==> src/sv/assert_macros.svh <==
// Assertion macros shared by the tube saturation stage RTL.
`ifndef ASSERT_MACROS_SVH
`define ASSERT_MACROS_SVH

// Same-cycle implication, disabled in reset.
`define TSS_ASSERT_IMP(label, clk, rst, ante, cons) \
   label: assert property (@(posedge clk) disable iff (rst) (ante) |-> (cons)) \
      else $error("tss assertion failed");

// Next-cycle implication, disabled in reset.
`define TSS_ASSERT_NEXT(label, clk, rst, ante, cons) \
   label: assert property (@(posedge clk) disable iff (rst) (ante) |=> (cons)) \
      else $error("tss assertion failed");

`endif

==> src/sv/tss_mul.sv <==
// Shared signed 32x32 multiplier with registered product.
`default_nettype none

module tss_mul (
   input  wire logic               clock,
   input  wire logic signed [31:0] op_a,
   input  wire logic signed [31:0] op_b,
   output      logic signed [63:0] prod_ff
);

   logic signed [63:0] prod_in;

   assign prod_in = op_a * op_b;

   always_ff @(posedge clock) begin
      prod_ff <= prod_in;
   end

endmodule

`default_nettype wire

==> config.mk <==
export PLATFORM = sky130hd
export DESIGN_NAME = tss_mul
export DESIGN_NICKNAME = d
export VERILOG_FILES = /design/src/sv/assert_macros.svh /design/src/sv/tss_mul.sv
export SDC_FILE = /design/constraint.sdc
export NUM_CORES = 2
export LEC_CHECK = 0
export BUFFER_PORTS_ARGS = -buffer_cell sky130_fd_sc_hd__buf_4
export CAP_MARGIN = 20
export CORE_MARGIN = 5
export CORE_UTILIZATION = 35
export DETAILED_ROUTE_END_ITERATION = 7
export HOLD_SLACK_MARGIN = 0.03
export PLACE_DENSITY = 0.6
export SYNTH_ARGS = -nofsm -noshare
export SYNTH_HDL_FRONTEND = slang
export SYNTH_SLANG_ARGS = --single-unit
==> constraint.sdc <==
create_clock -name clock -period 9.25 [get_ports clock]
set_input_delay 0.4625 -clock clock [delete_from_list [all_inputs] [get_ports clock]]
set_output_delay 0.4625 -clock clock [all_outputs]
set_load 0.01 [all_outputs]
### After elaboration in Yosys (flattened, before gate mapping)

Cells that the tools add are included.

* multiply operators: 1

Operators with widths (number)
* 32-bit by 32-bit multiplier with 64-bit output: 1

* register bits: 64
* input port bits: 65
* output and inout port bits: 64
* word-level logic and storage cells: 2

### Logic depth before layout (Yosys ltp)

* word-level depth: 1
* mapped depth: 28
* depth with buffers taken out: 26

### Worst setup path before layout

Ideal clock, no wire load.

* path type: input-to-reg
* from: input port op_b[2]
* to: register prod_ff[63]
* setup time: 0.121 ns
* arrival: 7.685 ns
* required time: 9.129 ns
* path slack: 1.444 ns
* cell stages on the path: 25
* path buffers: 2
* cell sequence: clkbuf_1 -> nand2_1 -> inv_1 -> fa_1 -> fa_1 -> fa_1 -> fa_1 -> inv_1 -> fa_1 -> inv_1 -> fa_1 -> inv_1 -> fa_1 -> inv_1 -> fa_1 -> ha_1 -> clkbuf_1 -> nand4_1 -> or3_1 -> o21ai_0 -> a211oi_2 -> o32ai_1 -> nor2_1 -> a31o_2 -> xnor2_1

* cells in the longest elaborated chain, start to end: 1

RTL lines
* from (decl): line tss_mul.sv:7 `input wire logic signed [31:0] op_b,`
* 32-bit by 32-bit multiplier with 64-bit output: line tss_mul.sv:13 `assign prod_in = op_a * op_b;`
* net prod_in[63]: line tss_mul.sv:11 `logic signed [63:0] prod_in;`
* to (signal assigned): line tss_mul.sv:16 `prod_ff <= prod_in;`
* to (decl): line tss_mul.sv:8 `output logic signed [63:0] prod_ff`

The timed path passes the listed nets, and every way through them passes these cells.

### Worst setup path after layout

* from: input port op_b[8]
* to: register prod_ff[63]

The elaborated chain is that of the path after synthesis.

==> run metrics <==
largest net degree at the start of global routing=33; CP max stage cell=fa_1; vias in the first global route=28939; largest family of logic cells by synthesized area=adder cells; mux contribution to synthesized area=0%; crit-path max cell delay=1.04 ns; Clk pin slew, worst setup/hold paths=0.06 ns; critical-path cell list=buf_4, nand2_1, fa_1, fa_1, fa_1, inv_1, fa_1, fa_1, fa_1, inv_1, fa_1, fa_1, inv_1, ha_1, and3_2, nand2_1, nor2_1, nand3_1, nor4_1, nor2_1, a31o_2, xnor2_1; P&R area growth vs syn=6.16%; Tightest Pin Transition=0.696 ns; max reg flops=64; Critical Path Most Common Cell=fa_1; worst hold stages=2; DR iter-0 viols=1184; setup TNS=0 ns; max-slew violations=0; Final setup viols=0; minimum clock period=8.08 ns; multi-input logic area=32000 um^2; Syn. warnings=0; post-route ant nets=0; sequential area share after synthesis=3.40%; via/cell ratio=4.86; Die Wd=338 um; drt wl/cell=19.2 um; status=finished clean; Top Registers=prod_ff x64; maxcap violations=0; CTS max path bufs=2; hold_ws=0.558 ns; I/O Buffers=128; aggregate routed wire length=102 mm; CTS Buf Count=9; DIE HEIGHT=338 um; FF+latch count, synth=64; most frequent cells in the layout=fa_1, inv_1, nand2_1; Relative slew margins=53.5%; global-route wire length before repair=163 mm; Hold Vio Cnt, Final=0; Post-Syn Area=37600 um^2; global placement routability congestion=0.878; hpwl dp=83.9 mm; Hold Buf Count CTS=0; initial antenna violation count=6; Synth Area in Compound Gates=3.84%; Post-synth top flop=dfxtp_1; DRC=0; Top delay family on crit path=adder cells; CTS tree=built; Hold WC Path Type=input port to flop; Post-Synth XOR/XNOR Area=1.72%; Mapped Cells=3949; die area=114000 um^2; fin crit share=87.3%; Biggest register=prod_ff; count of clock tree sinks=64; gr ovfl total=0; post-synthesis cell type count=70; Setup Buffers After CTS=0; worst path required time=9.48 ns; HP Start=op_a[0]; Core Area=107000 um^2; CP endpoint kind=flop; CP Max Fanout=32; startpoint types=input port; FILL cells=10871; syn avg cell area=9.53 um^2; Via Count=25768; critical path class=input port to flop; final net count=5218; worst path buffer plus inverter count=4; clock root buffer=clkbuf_16; first-pass iteration count of the detailed router=5; area share of fa/ha/maj cells after synthesis=63.7%; Achievable Freq=124 MHz; Simple-Gate Fraction of Synth Area=15.7%; Resized Gates After CTS=0; Post-synth ARST share=0%; Overall Global Routing Usage=18.6%; fraction of layout cells with a size suffix above 1=4.96%; RSZ-0062 raised after global routing=false; storage element area=1280 um^2; Initial Util=35.2%; # IOs=129; H-tree lvl count=3; Hold Path End=prod_ff[0]$_DFF_P_; Synthesized Nets=5280; floorplan row count=120; EDFF count, synth=0; commonest non-fill, non-tap cell in the layout=fa_1; Critical Path AT=8.31 ns
==> synthesized netlist by cell type (7+ instances only) <==
cell type / number / area [um^2]
fa_1: 1082 / 21700
inv_1: 949 / 3560
nand2_1: 524 / 1970
and2_1: 513 / 3210
clkbuf_1: 200 / 751
ha_1: 184 / 2300
dfxtp_1: 64 / 1280
a21oi_1: 63 / 315
nor2_1: 61 / 229
xnor2_1: 52 / 455
o21ai_0: 36 / 180
a21o_1: 33 / 248
xor2_1: 22 / 193
nand3_1: 17 / 85.1
nand2b_1: 13 / 81.3
nand4_1: 11 / 68.8
buf_2: 10 / 50.1
and3_1: 9 / 56.3
nor2b_1: 8 / 50.1
nor3_1: 7 / 35.0
==> cell families after synthesis <==
| family | count (synthesis) |
|---|---|
| XOR/XNOR | 74 |
| AO/OA/AOI/OAI | 204 |
| flip-flops | 64 |
| buffers and inverters | 1163 |
| AND/OR/NAND/NOR | 1178 |
| adder cells (fa/ha/maj) | 1266 |
==> stage by stage <==
stage / instances / util (%) / cell area (um^2) / setup slack (ns)
CTS: 5294 / 37.4 / 39900 / 1.24
global route: 5294 / 37.4 / 39900 / 0.806
finish: 5297 / 37.4 / 40000 / 1.17
floorplan: 3949 / - / 37600 / 1.44
detailed placement: 5279 / 37.1 / 39600 / 0.887
global placement: 5279 / 37.1 / 39600 / 1.02
==> metal layers <==
layer | part of all wire (%) | track usage [%] | vias to the layer above | routed length (um)
met5 | 0.012 | 0 | - | 12
met4 | 4.6 | 6.86 | 2 | 4670
met3 | 5.3 | 2.57 | 176 | 5390
met2 | 51 | 33.1 | 730 | 52200
met1 | 39 | 23.0 | 13733 | 39300
li1 | - | - | 11127 | -
==> worst max-delay path by stage <==
stage | startpoint | to | slack, ns | depth (start not counted)
after detailed placement | op_b[8] | prod_ff[63]$_DFF_P_ | 0.89 | 22
after CTS | op_b[8] | prod_ff[63]$_DFF_P_ | 1.24 | 22
after global routing | op_b[5] | prod_ff[63]$_DFF_P_ | 0.81 | 26
final | op_b[8] | prod_ff[63]$_DFF_P_ | 1.17 | 22
after floorplan | op_b[2] | prod_ff[63]$_DFF_P_ | 1.44 | 25
after global placement | op_b[5] | prod_ff[63]$_DFF_P_ | 1.02 | 26
==> area by class of cell <==
type | instances | share of cell area [%]
multi-input combinational | 2722 | 80.0
inverter | 949 | 8.92
tap | 1403 | 4.39
sequential | 64 | 3.21
timing repair buffer | 141 | 2.65
clock buffer | 12 | 0.642
clock inverter | 3 | 0.163
antenna | 3 | 0.0188
Power is left out: the tool's default activity adds up to more than one toggle a clock period on the data nets, which glitch-free logic cannot reach.
