**src/sv/assert_macros.svh**
```systemverilog
// Assertion macros shared by the tube saturation stage RTL.
`ifndef ASSERT_MACROS_SVH
`define ASSERT_MACROS_SVH

// Same-cycle implication, disabled in reset.
`define TSS_ASSERT_IMP(label, clk, rst, ante, cons) \
   label: assert property (@(posedge clk) disable iff (rst) (ante) |-> (cons)) \
      else $error("tss assertion failed");

// Next-cycle implication, disabled in reset.
`define TSS_ASSERT_NEXT(label, clk, rst, ante, cons) \
   label: assert property (@(posedge clk) disable iff (rst) (ante) |=> (cons)) \
      else $error("tss assertion failed");

`endif

```
**src/sv/tss_pkg.sv**
```systemverilog
// Types, constants, tanh table and rounding helpers for the tube saturation stage.
`default_nettype none

package tss_pkg;

   localparam int WORK_FRAC  = 24;
   localparam int TANH_DEPTH = 256;
   localparam int ROM_BITS   = 25;
   localparam int ONE_SHIFT  = 30;

   // step of the exp table in Q2.30: 2*span/depth
   localparam logic [63:0] TANH_STEP = (64'd16 << ONE_SHIFT) / TANH_DEPTH;

   localparam logic [2:0] CFG_DRIVE = 3'd0;
   localparam logic [2:0] CFG_BIAS  = 3'd1;
   localparam logic [2:0] CFG_SAG   = 3'd2;
   localparam logic [2:0] CFG_MIX   = 3'd3;
   localparam logic [2:0] CFG_COEF  = 3'd4;

   localparam logic [15:0] RST_DRIVE = 16'd6554;
   localparam logic [15:0] RST_BIAS  = 16'd3277;
   localparam logic [15:0] RST_SAG   = 16'd6554;
   localparam logic [15:0] RST_MIX   = 16'd26214;
   localparam logic [15:0] RST_COEF  = 16'd65490;

   localparam logic [15:0] UNITY_Q15 = 16'd32768;
   localparam logic [15:0] BYPASS_LIM = 16'd32;
   localparam logic [31:0] K_BIAS    = 32'd26214;  // 0.4 in Q0.16
   localparam logic [31:0] K_SAG     = 32'd9830;   // 0.15 in Q0.16
   localparam logic [31:0] K_NEG     = 32'd55706;  // 0.85 in Q0.16

   typedef logic [ROM_BITS-1:0] tanh_rom_type [0:TANH_DEPTH];

   typedef struct packed {
      logic        busy;
      logic [24:0] value;
   } mk_status_type;

   // restoring divide, elaboration only
   function automatic logic [63:0] udiv(input logic [63:0] num, input logic [63:0] den);
      logic [64:0] rem;
      logic [63:0] q;
      rem = '0;
      q   = '0;
      for (int i = 63; i >= 0; i--) begin
         rem = {rem[63:0], num[i]};
         if (rem >= {1'b0, den}) begin
            rem  = rem - {1'b0, den};
            q[i] = 1'b1;
         end
      end
      return q;
   endfunction

   // tanh(x) over [0,8] from exp(-2x) series, Q.24
   function automatic tanh_rom_type build_tanh();
      tanh_rom_type rom;
      logic [63:0] one;
      logic [63:0] sum;
      logic [63:0] term;
      logic [63:0] p;
      logic [63:0] t;
      one  = 64'd1 << ONE_SHIFT;
      sum  = one;
      term = one;
      p    = one;
      for (int n = 1; n < 48; n++) begin
         term = udiv((term * TANH_STEP) >> ONE_SHIFT, 64'(n));
         if (n % 2 == 1) sum = sum - term;
         else            sum = sum + term;
      end
      for (int k = 0; k <= TANH_DEPTH; k++) begin
         t      = udiv((one - p) << ONE_SHIFT, one + p);
         rom[k] = ROM_BITS'((t + 64'd32) >> 6);
         p      = (p * sum + (one >> 1)) >> ONE_SHIFT;
      end
      return rom;
   endfunction

   localparam tanh_rom_type TANH_ROM = build_tanh();

   // right shift, rounding half away from zero
   function automatic logic signed [63:0] rnd(input logic signed [63:0] v, input int sh);
      logic [63:0] m;
      logic [63:0] half;
      if (sh == 0) return v;
      half = 64'd1 << (sh - 1);
      m    = v[63] ? 64'(-v) : 64'(v);
      m    = (m + half) >> sh;
      return v[63] ? -signed'(m) : signed'(m);
   endfunction

   function automatic logic [15:0] cap(input logic [15:0] v);
      return (v > UNITY_Q15) ? UNITY_Q15 : v;
   endfunction

endpackage

`default_nettype wire

```
**src/sv/tss_makeup.sv**
```systemverilog
// Makeup gain 1/sqrt(1+8*drive): bit-serial square root then long division.
`default_nettype none

module tss_makeup (
   input  wire logic                   clock,
   input  wire logic                   reset,
   input  wire logic                   start,
   input  wire logic [15:0]            drive,
   output      tss_pkg::mk_status_type status
);

   localparam logic [1:0] PH_IDLE = 2'd0;
   localparam logic [1:0] PH_ROOT = 2'd1;
   localparam logic [1:0] PH_DIV  = 2'd2;

   logic [1:0]  phase_ff, phase_in;
   logic [52:0] v_ff, v_in, r_ff, r_in, b_ff, b_in;
   logic [25:0] sq_ff, sq_in, rem_ff, rem_in;
   logic [48:0] num_ff, num_in;
   logic [24:0] q_ff, q_in, mk_ff, mk_in;
   logic [5:0]  cnt_ff, cnt_in;

   logic [52:0] rb;
   logic [52:0] r_nx;
   logic [26:0] cur;

   always_comb begin
      phase_in = phase_ff;
      v_in     = v_ff;
      r_in     = r_ff;
      b_in     = b_ff;
      sq_in    = sq_ff;
      rem_in   = rem_ff;
      num_in   = num_ff;
      q_in     = q_ff;
      mk_in    = mk_ff;
      cnt_in   = cnt_ff;
      rb       = r_ff + b_ff;
      r_nx     = r_ff >> 1;
      cur      = {rem_ff, num_ff[48]};
      case (phase_ff)
         PH_IDLE: begin
            if (start) begin
               v_in     = (53'(drive) * 53'd8 + 53'd32768) << 33;
               r_in     = '0;
               b_in     = 53'd1 << 52;
               phase_in = PH_ROOT;
            end
         end
         PH_ROOT: begin
            if (v_ff >= rb) begin
               v_in = v_ff - rb;
               r_nx = (r_ff >> 1) + b_ff;
            end
            r_in = r_nx;
            b_in = b_ff >> 2;
            if (b_ff == 53'd1) begin
               sq_in    = r_nx[25:0];
               num_in   = (49'd1 << 48) + 49'(r_nx[25:1]);
               rem_in   = '0;
               q_in     = '0;
               cnt_in   = 6'd48;
               phase_in = PH_DIV;
            end
         end
         PH_DIV: begin
            if (cur >= {1'b0, sq_ff}) begin
               rem_in = 26'(cur - {1'b0, sq_ff});
               q_in   = {q_ff[23:0], 1'b1};
            end else begin
               rem_in = cur[25:0];
               q_in   = {q_ff[23:0], 1'b0};
            end
            num_in = {num_ff[47:0], 1'b0};
            cnt_in = cnt_ff - 6'd1;
            if (cnt_ff == 6'd0) begin
               mk_in    = q_in;
               phase_in = PH_IDLE;
            end
         end
         default: phase_in = PH_IDLE;
      endcase
   end

   always_ff @(posedge clock) begin
      if (reset) begin
         phase_ff <= PH_IDLE;
      end else begin
         phase_ff <= phase_in;
      end
      v_ff   <= v_in;
      r_ff   <= r_in;
      b_ff   <= b_in;
      sq_ff  <= sq_in;
      rem_ff <= rem_in;
      num_ff <= num_in;
      q_ff   <= q_in;
      mk_ff  <= mk_in;
      cnt_ff <= cnt_in;
   end

   assign status.busy  = (phase_ff != PH_IDLE);
   assign status.value = mk_ff;

endmodule

`default_nettype wire

```
**config.mk**
```make
export PLATFORM = sky130hd
export DESIGN_NAME = tss_makeup
export DESIGN_NICKNAME = d
export VERILOG_FILES = /design/src/sv/assert_macros.svh /design/src/sv/tss_pkg.sv /design/src/sv/tss_makeup.sv
export SDC_FILE = /design/constraint.sdc
export NUM_CORES = 1
export LEC_CHECK = 0
export BUFFER_PORTS_ARGS = -buffer_cell sky130_fd_sc_hd__buf_2
export CAP_MARGIN = 20
export CORE_MARGIN = 1
export CORE_UTILIZATION = 39
export CTS_CLUSTER_SIZE = 20
export DETAILED_ROUTE_END_ITERATION = 8
export GPL_TIMING_DRIVEN = 0
export SYNTH_ARGS = -nofsm -noshare
export SYNTH_HDL_FRONTEND = slang
export SYNTH_SLANG_ARGS = --single-unit
```
**constraint.sdc**
```tcl
create_clock -name clock -period 14.9 [get_ports clock]
set_input_delay 2.235 -clock clock [delete_from_list [all_inputs] [get_ports clock]]
set_output_delay 2.235 -clock clock [all_outputs]
set_load 0.03 [all_outputs]
```
# Yosys cells after proc, flatten, opt, wreduce, memory -nomap -nowiden
# Index checks and enable logic that the tools add are counted.
dict set report word_totals {
  output_inout_bits 26
  inputBits 19
  reg_bits 317
  elab_cells 60
}
dict set report op_classes {
  muxes 23
  n_eq_ne 7
  n_addsub 7
  n_lt_le_gt_ge 2
  reduce_logical 11
}
# op count
set ops {}
lappend ops {{53-bit 2-to-1 mux} 6}
lappend ops {{53-bit one-hot mux with 2 select lines} 3}
lappend ops {{49-bit one-hot mux with 2 select lines} 1}
lappend ops {{52-bit by 53-bit adder with 53-bit output} 1}
lappend ops {{53-bit adder} 1}
lappend ops {{53-bit by 1-bit equality test with 1-bit output, second input constant} 1}
lappend ops {{53-bit greater-or-equal comparator} 1}
lappend ops {{53-bit subtractor} 1}
lappend ops {{26-bit 2-to-1 mux} 2}
lappend ops {{26-bit one-hot mux with 2 select lines} 1}
lappend ops {{49-bit by 25-bit adder with 49-bit output, first input constant} 1}
lappend ops {{49-bit 2-to-1 mux} 1}
lappend ops {{24-bit one-hot mux with 2 select lines} 1}
lappend ops {{27-bit by 26-bit greater-or-equal comparator with 1-bit output} 1}
lappend ops {{26-bit subtractor} 1}
lappend ops {{24-bit 2-to-1 mux} 1}
lappend ops {{19-bit by 16-bit adder with 20-bit output, second input constant} 1}
lappend ops {{6-bit one-hot mux with 2 select lines} 1}
lappend ops {{2-bit inequality test, second input constant} 4}
lappend ops {{2-bit AND reduction} 4}
lappend ops {{6-bit logical NOT} 1}
lappend ops {{2-bit 2-to-1 mux} 3}
lappend ops {{6-bit 2-to-1 mux} 1}
lappend ops {{2-bit one-hot mux with 3 select lines} 1}
lappend ops {{7 further kinds} 10}

# Depth between registers and ports, before layout
dict set report logic_depth {
  depth_word 7
  depth_mapped 27
  mapped_depth_nobuf 23
}

# Least setup slack after synthesis
# Ideal clock, no wire load.
dict set report synth_timing {
  path_kind {input to register}
  start {in start}
  end {reg v_ff[0], enable pin}
  path_buffers 0
  setup_ns 0.545
  arrival_time_ns 9.730
  path_stages 3
  slack_ns 4.625
  cell_sequence {nor2_1 nor2_1 a21boi_0}
}
dict set report synth_via {
  elab_chain_cells 2
}
# element line
set synth_rtl {}
lappend synth_rtl {{start: declaration} tss_makeup.sv:7} ;# input wire logic start,
lappend synth_rtl {{2-bit inequality test (no source line)} -}
lappend synth_rtl {{3-bit AND reduction (no source line)} -}
lappend synth_rtl {{end signal: assignment} tss_makeup.sv:91} ;# v_ff <= v_in;
lappend synth_rtl {{end: declaration} tss_makeup.sv:17} ;# logic [52:0] v_ff, v_in, r_ff, r_in, b_ff, b_in;
# Every way passes these cells.
# A chain may end at the register's enable or synchronous reset.

# Worst setup path in the final report
dict set report layout_timing {
  start {reg b_ff[0]}
  end {reg v_ff[11], enable pin}
}
dict set report layout_via {
  elab_chain_cells 4
}
# element line
set layout_rtl {}
lappend layout_rtl {{start: declaration} tss_makeup.sv:17}
lappend layout_rtl {{start signal: assignment} tss_makeup.sv:93} ;# b_ff <= b_in;
lappend layout_rtl {{53-bit adder} tss_makeup.sv:38} ;# rb = r_ff + b_ff;
lappend layout_rtl {{53-bit greater-or-equal comparator} tss_makeup.sv:51} ;# if (v_ff >= rb) begin
lappend layout_rtl {{2-bit inequality test (no source line)} -}
lappend layout_rtl {{3-bit AND reduction (no source line)} -}
# Every way passes these cells.

==> results.sh <==
export IMPL_finalNetCount=2142
export IMPL_final_hold_viol_count=0
export IMPL_cp_start_kind="flop"
export IMPL_cts_root_buf="clkbuf_16"
export IMPL_hold_path_class="flop to flop"
export IMPL_synth_top_area_cell="edfxtp_1"
export IMPL_syn_nets=2053
export IMPL_drc_errors=0
export IMPL_ioPinCount=45
export IMPL_yosysTopAreaCellShare=0.453
export IMPL_ctsHoldBuffers=0
export IMPL_powerDensity_nw_per_um2=156
export IMPL_drt_iter0_drc=1196
export IMPL_worst_pin_slew_ns=0.970
export IMPL_irDropWorstVdd_mv=0.108
export IMPL_cts_buffer_depth=3
export IMPL_core_um2=48100
export IMPL_met3_usage=0.0265
export IMPL_grt_max_degree=63
export IMPL_cp_max_fo=23
export IMPL_synthTopCellsByArea="edfxtp_1 (45%), ha_1 (8.9%), xor2_1 (4.2%)"
export IMPL_finalWeightedCongestion=0.922
export IMPL_dp_hpwl_um=35400
export IMPL_cts_setup_buffers=0
export IMPL_synth_ff_type="edfxtp_1"
export IMPL_routed_wl_um=47400
export IMPL_viasPerCell=5.47
export IMPL_numPortBuffers=44
export IMPL_cts_tree="done"
export IMPL_synth_edff_count=289
export IMPL_synth_avg_cell_area_um2=10.1
export IMPL_critPathKind="flop to flop"
export IMPL_grt_usage=0.190
export IMPL_h_tree_depth=2
export IMPL_reg2reg_to="v_ff[11]$_SDFFCE_PN0P_"
export IMPL_end_kind="flop"
export IMPL_synth_most_common_cell="edfxtp_1"
export IMPL_overflow=0
export IMPL_busiest_layer="met2"
export IMPL_via_count=14600
export IMPL_slew_viol_final=0
export IMPL_worstHoldEndpoint="mk_ff[24]$_DFFE_PP_"
export IMPL_async_flop_share=0
export IMPL_min_period_over_period=0.458
export IMPL_period_needed_ns=6.82
export IMPL_fmax_ghz=0.147
export IMPL_syn_inst=1896
export IMPL_finClkSkew_ns=0.0123
export IMPL_reg2reg_slack_ns=8.08
export IMPL_antenna_left=0
export IMPL_dieArea_um2=50100
export IMPL_setup_viol=0
export IMPL_syn_area_um2=19200
export IMPL_clk_pin_slew_ns=0.06
export IMPL_holdWs_ns=0.420
export IMPL_synth_cell_types=84
export IMPL_r2r_start="b_ff[0]$_SDFFCE_PN0P_"
export IMPL_die_h_um=224
export IMPL_grtUsageMet2=0.295
export IMPL_required_ns=15.13
export IMPL_hp_start="q_ff[23]$_SDFFCE_PN0P_"
export IMPL_clk_latency_ns=0.53
export IMPL_grt_pass1_wl_um=75900
export IMPL_cts_sinks=291
export IMPL_wl_per_cell_um=17.8
export IMPL_grt_use_met1=0.274
export IMPL_leakage_nw=8.13
export IMPL_cts_buffers_inserted=34
export IMPL_grt_pass1_vias=14100
export IMPL_rows=80
export IMPL_ys_warn_count=0
export IMPL_dr_pass1_iters=5
export IMPL_post_cts_resized=0
export IMPL_slew_headroom=0.353
export IMPL_synth_ff_latch_count=291
export IMPL_die_w_um=224
export IMPL_r2r_cells=24
export IMPL_num_antenna_cells=0
export IMPL_drive_gt1_frac=0.101
export IMPL_finalSetupTns_ns=0
export IMPL_status="completed"
export IMPL_maxCapViolCount=0
export IMPL_area_delta_synth_final_pct=12.5
export IMPL_cp_arrival_ns=7.04
export IMPL_antenna_found_initial=1
export IMPL_yosys_top_cells_count="edfxtp_1 (289), nor2_1 (194), nand2_1 (168)"
export IMPL_ys_seq_area_frac=0.455
export IMPL_min_delay_path_depth=0
export IMPL_start_util=0.398
export IMPL_rsz0062_at_grt="no"
-- layout make-up --
type                            count  area, um2
Buffer                             69        334
Fill cell                        4594      26600
Clock inverter                     22        243
Sequential cell                   291       8720
Multi-Input combinational cell   1471       9910
Timing Repair Buffer               53        412
Tap cell                          656        821
Clock buffer                       39        891
Inverter                           65        244
-- per-layer routing --
metal	wire length (um)	vias to the layer above
met5	12	-
met4	1160	2
met3	2550	74
met2	20800	404
met1	22900	6961
li1	-	7140
-- power breakdown --
part | switching, W | total (W) | internal, W
Clock | 0.000354 | 0.000857 | 0.000504
Sequential | 0.0000739 | 0.00110 | 0.00103
Combinational | 0.000872 | 0.00142 | 0.000545
-- sequential cells by signal, summed over array words and instances (netlist names) --
register and flops:
rem_ff 26, v_ff 53, q_ff 24, phase_ff 2
num_ff 49, r_ff 53, cnt_ff 6, mk_ff 25
sq_ff 26, b_ff 27
-- how the worst max path moves through the flow --
stage / start / endpoint / slack [ns] / cells past startpoint
after floorplan: start / v_ff[0]$_SDFFCE_PN0P_ / 4.63 / 3
after global placement: start / v_ff[12]$_SDFFCE_PN0P_ / 0.63 / 4
after detailed placement: b_ff[0]$_SDFFCE_PN0P_ / v_ff[12]$_SDFFCE_PN0P_ / 8.20 / 24
after CTS: b_ff[0]$_SDFFCE_PN0P_ / v_ff[12]$_SDFFCE_PN0P_ / 8.18 / 24
after global routing: b_ff[0]$_SDFFCE_PN0P_ / v_ff[12]$_SDFFCE_PN0P_ / 7.76 / 24
final: b_ff[0]$_SDFFCE_PN0P_ / v_ff[11]$_SDFFCE_PN0P_ / 8.08 / 24
-- kinds of logic after synthesis --
family | after synthesis | synth area share
muxes | 32 | 0.0177
buffers and inverters | 134 | 0.0301
and+or+nand+nor | 633 | 0.157
AOI/OAI and AO/OA | 497 | 0.172
xor gates and xnor gates | 171 | 0.0781
DFF | 291 | 0.455
adders and majority gates | 138 | 0.0908
-- critical path, cell delays in order, from the launching register on --
cell and delay [ns]:
edfxtp_1 0.43, ha_1 0.24, ha_1 0.21, a21oi_1 0.23, o21bai_1 0.11, a31o_2 0.30, a21oi_2 0.27, o21ai_1 0.19
a311o_1 0.38, or4b_1 0.55, nand3_1 0.13, xor2_1 0.27, ha_1 0.16, clkbuf_1 0.34, nand4_1 0.34, nor4_1 0.27
nand4_1 0.22, o21ai_1 0.21, a21oi_1 0.05, o21ai_0 0.17, a31oi_4 0.15, buf_2 0.29, buf_2 0.23, a21boi_4 0.49
buf_16 0.24
-- per-stage QoR --
| stage | cell area [um2] | total power (W) | worst slack, ns | utilization | instances |
|---|---|---|---|---|---|
| 2_1_floorplan | 19200 | 0.00216 | 4.63 | - | 1896 |
| 3_3_place_gp | 20200 | 0.00249 | 0.626 | 0.420 | 2596 |
| 3_5_place_dp | 20400 | 0.00251 | 8.20 | 0.424 | 2605 |
| 4_1_cts | 21600 | 0.00338 | 8.18 | 0.448 | 2666 |
| 5_1_grt | 21600 | 0.00357 | 7.76 | 0.448 | 2666 |
| 6_report | 21600 | 0.00338 | 8.08 | 0.448 | 2666 |
-- cells in the final DEF, fill, tap and decap left out, drive strengths merged, types with 66 or more instances in the layout --
master    n
o21ai   131
inv      66
nand2   168
buf      73
a21oi   130
xnor2    78
clkbuf   88
ha      136
edfxtp  289
and2     97
xor2     93
nor2    195
Power figures use the tool's default switching activity.
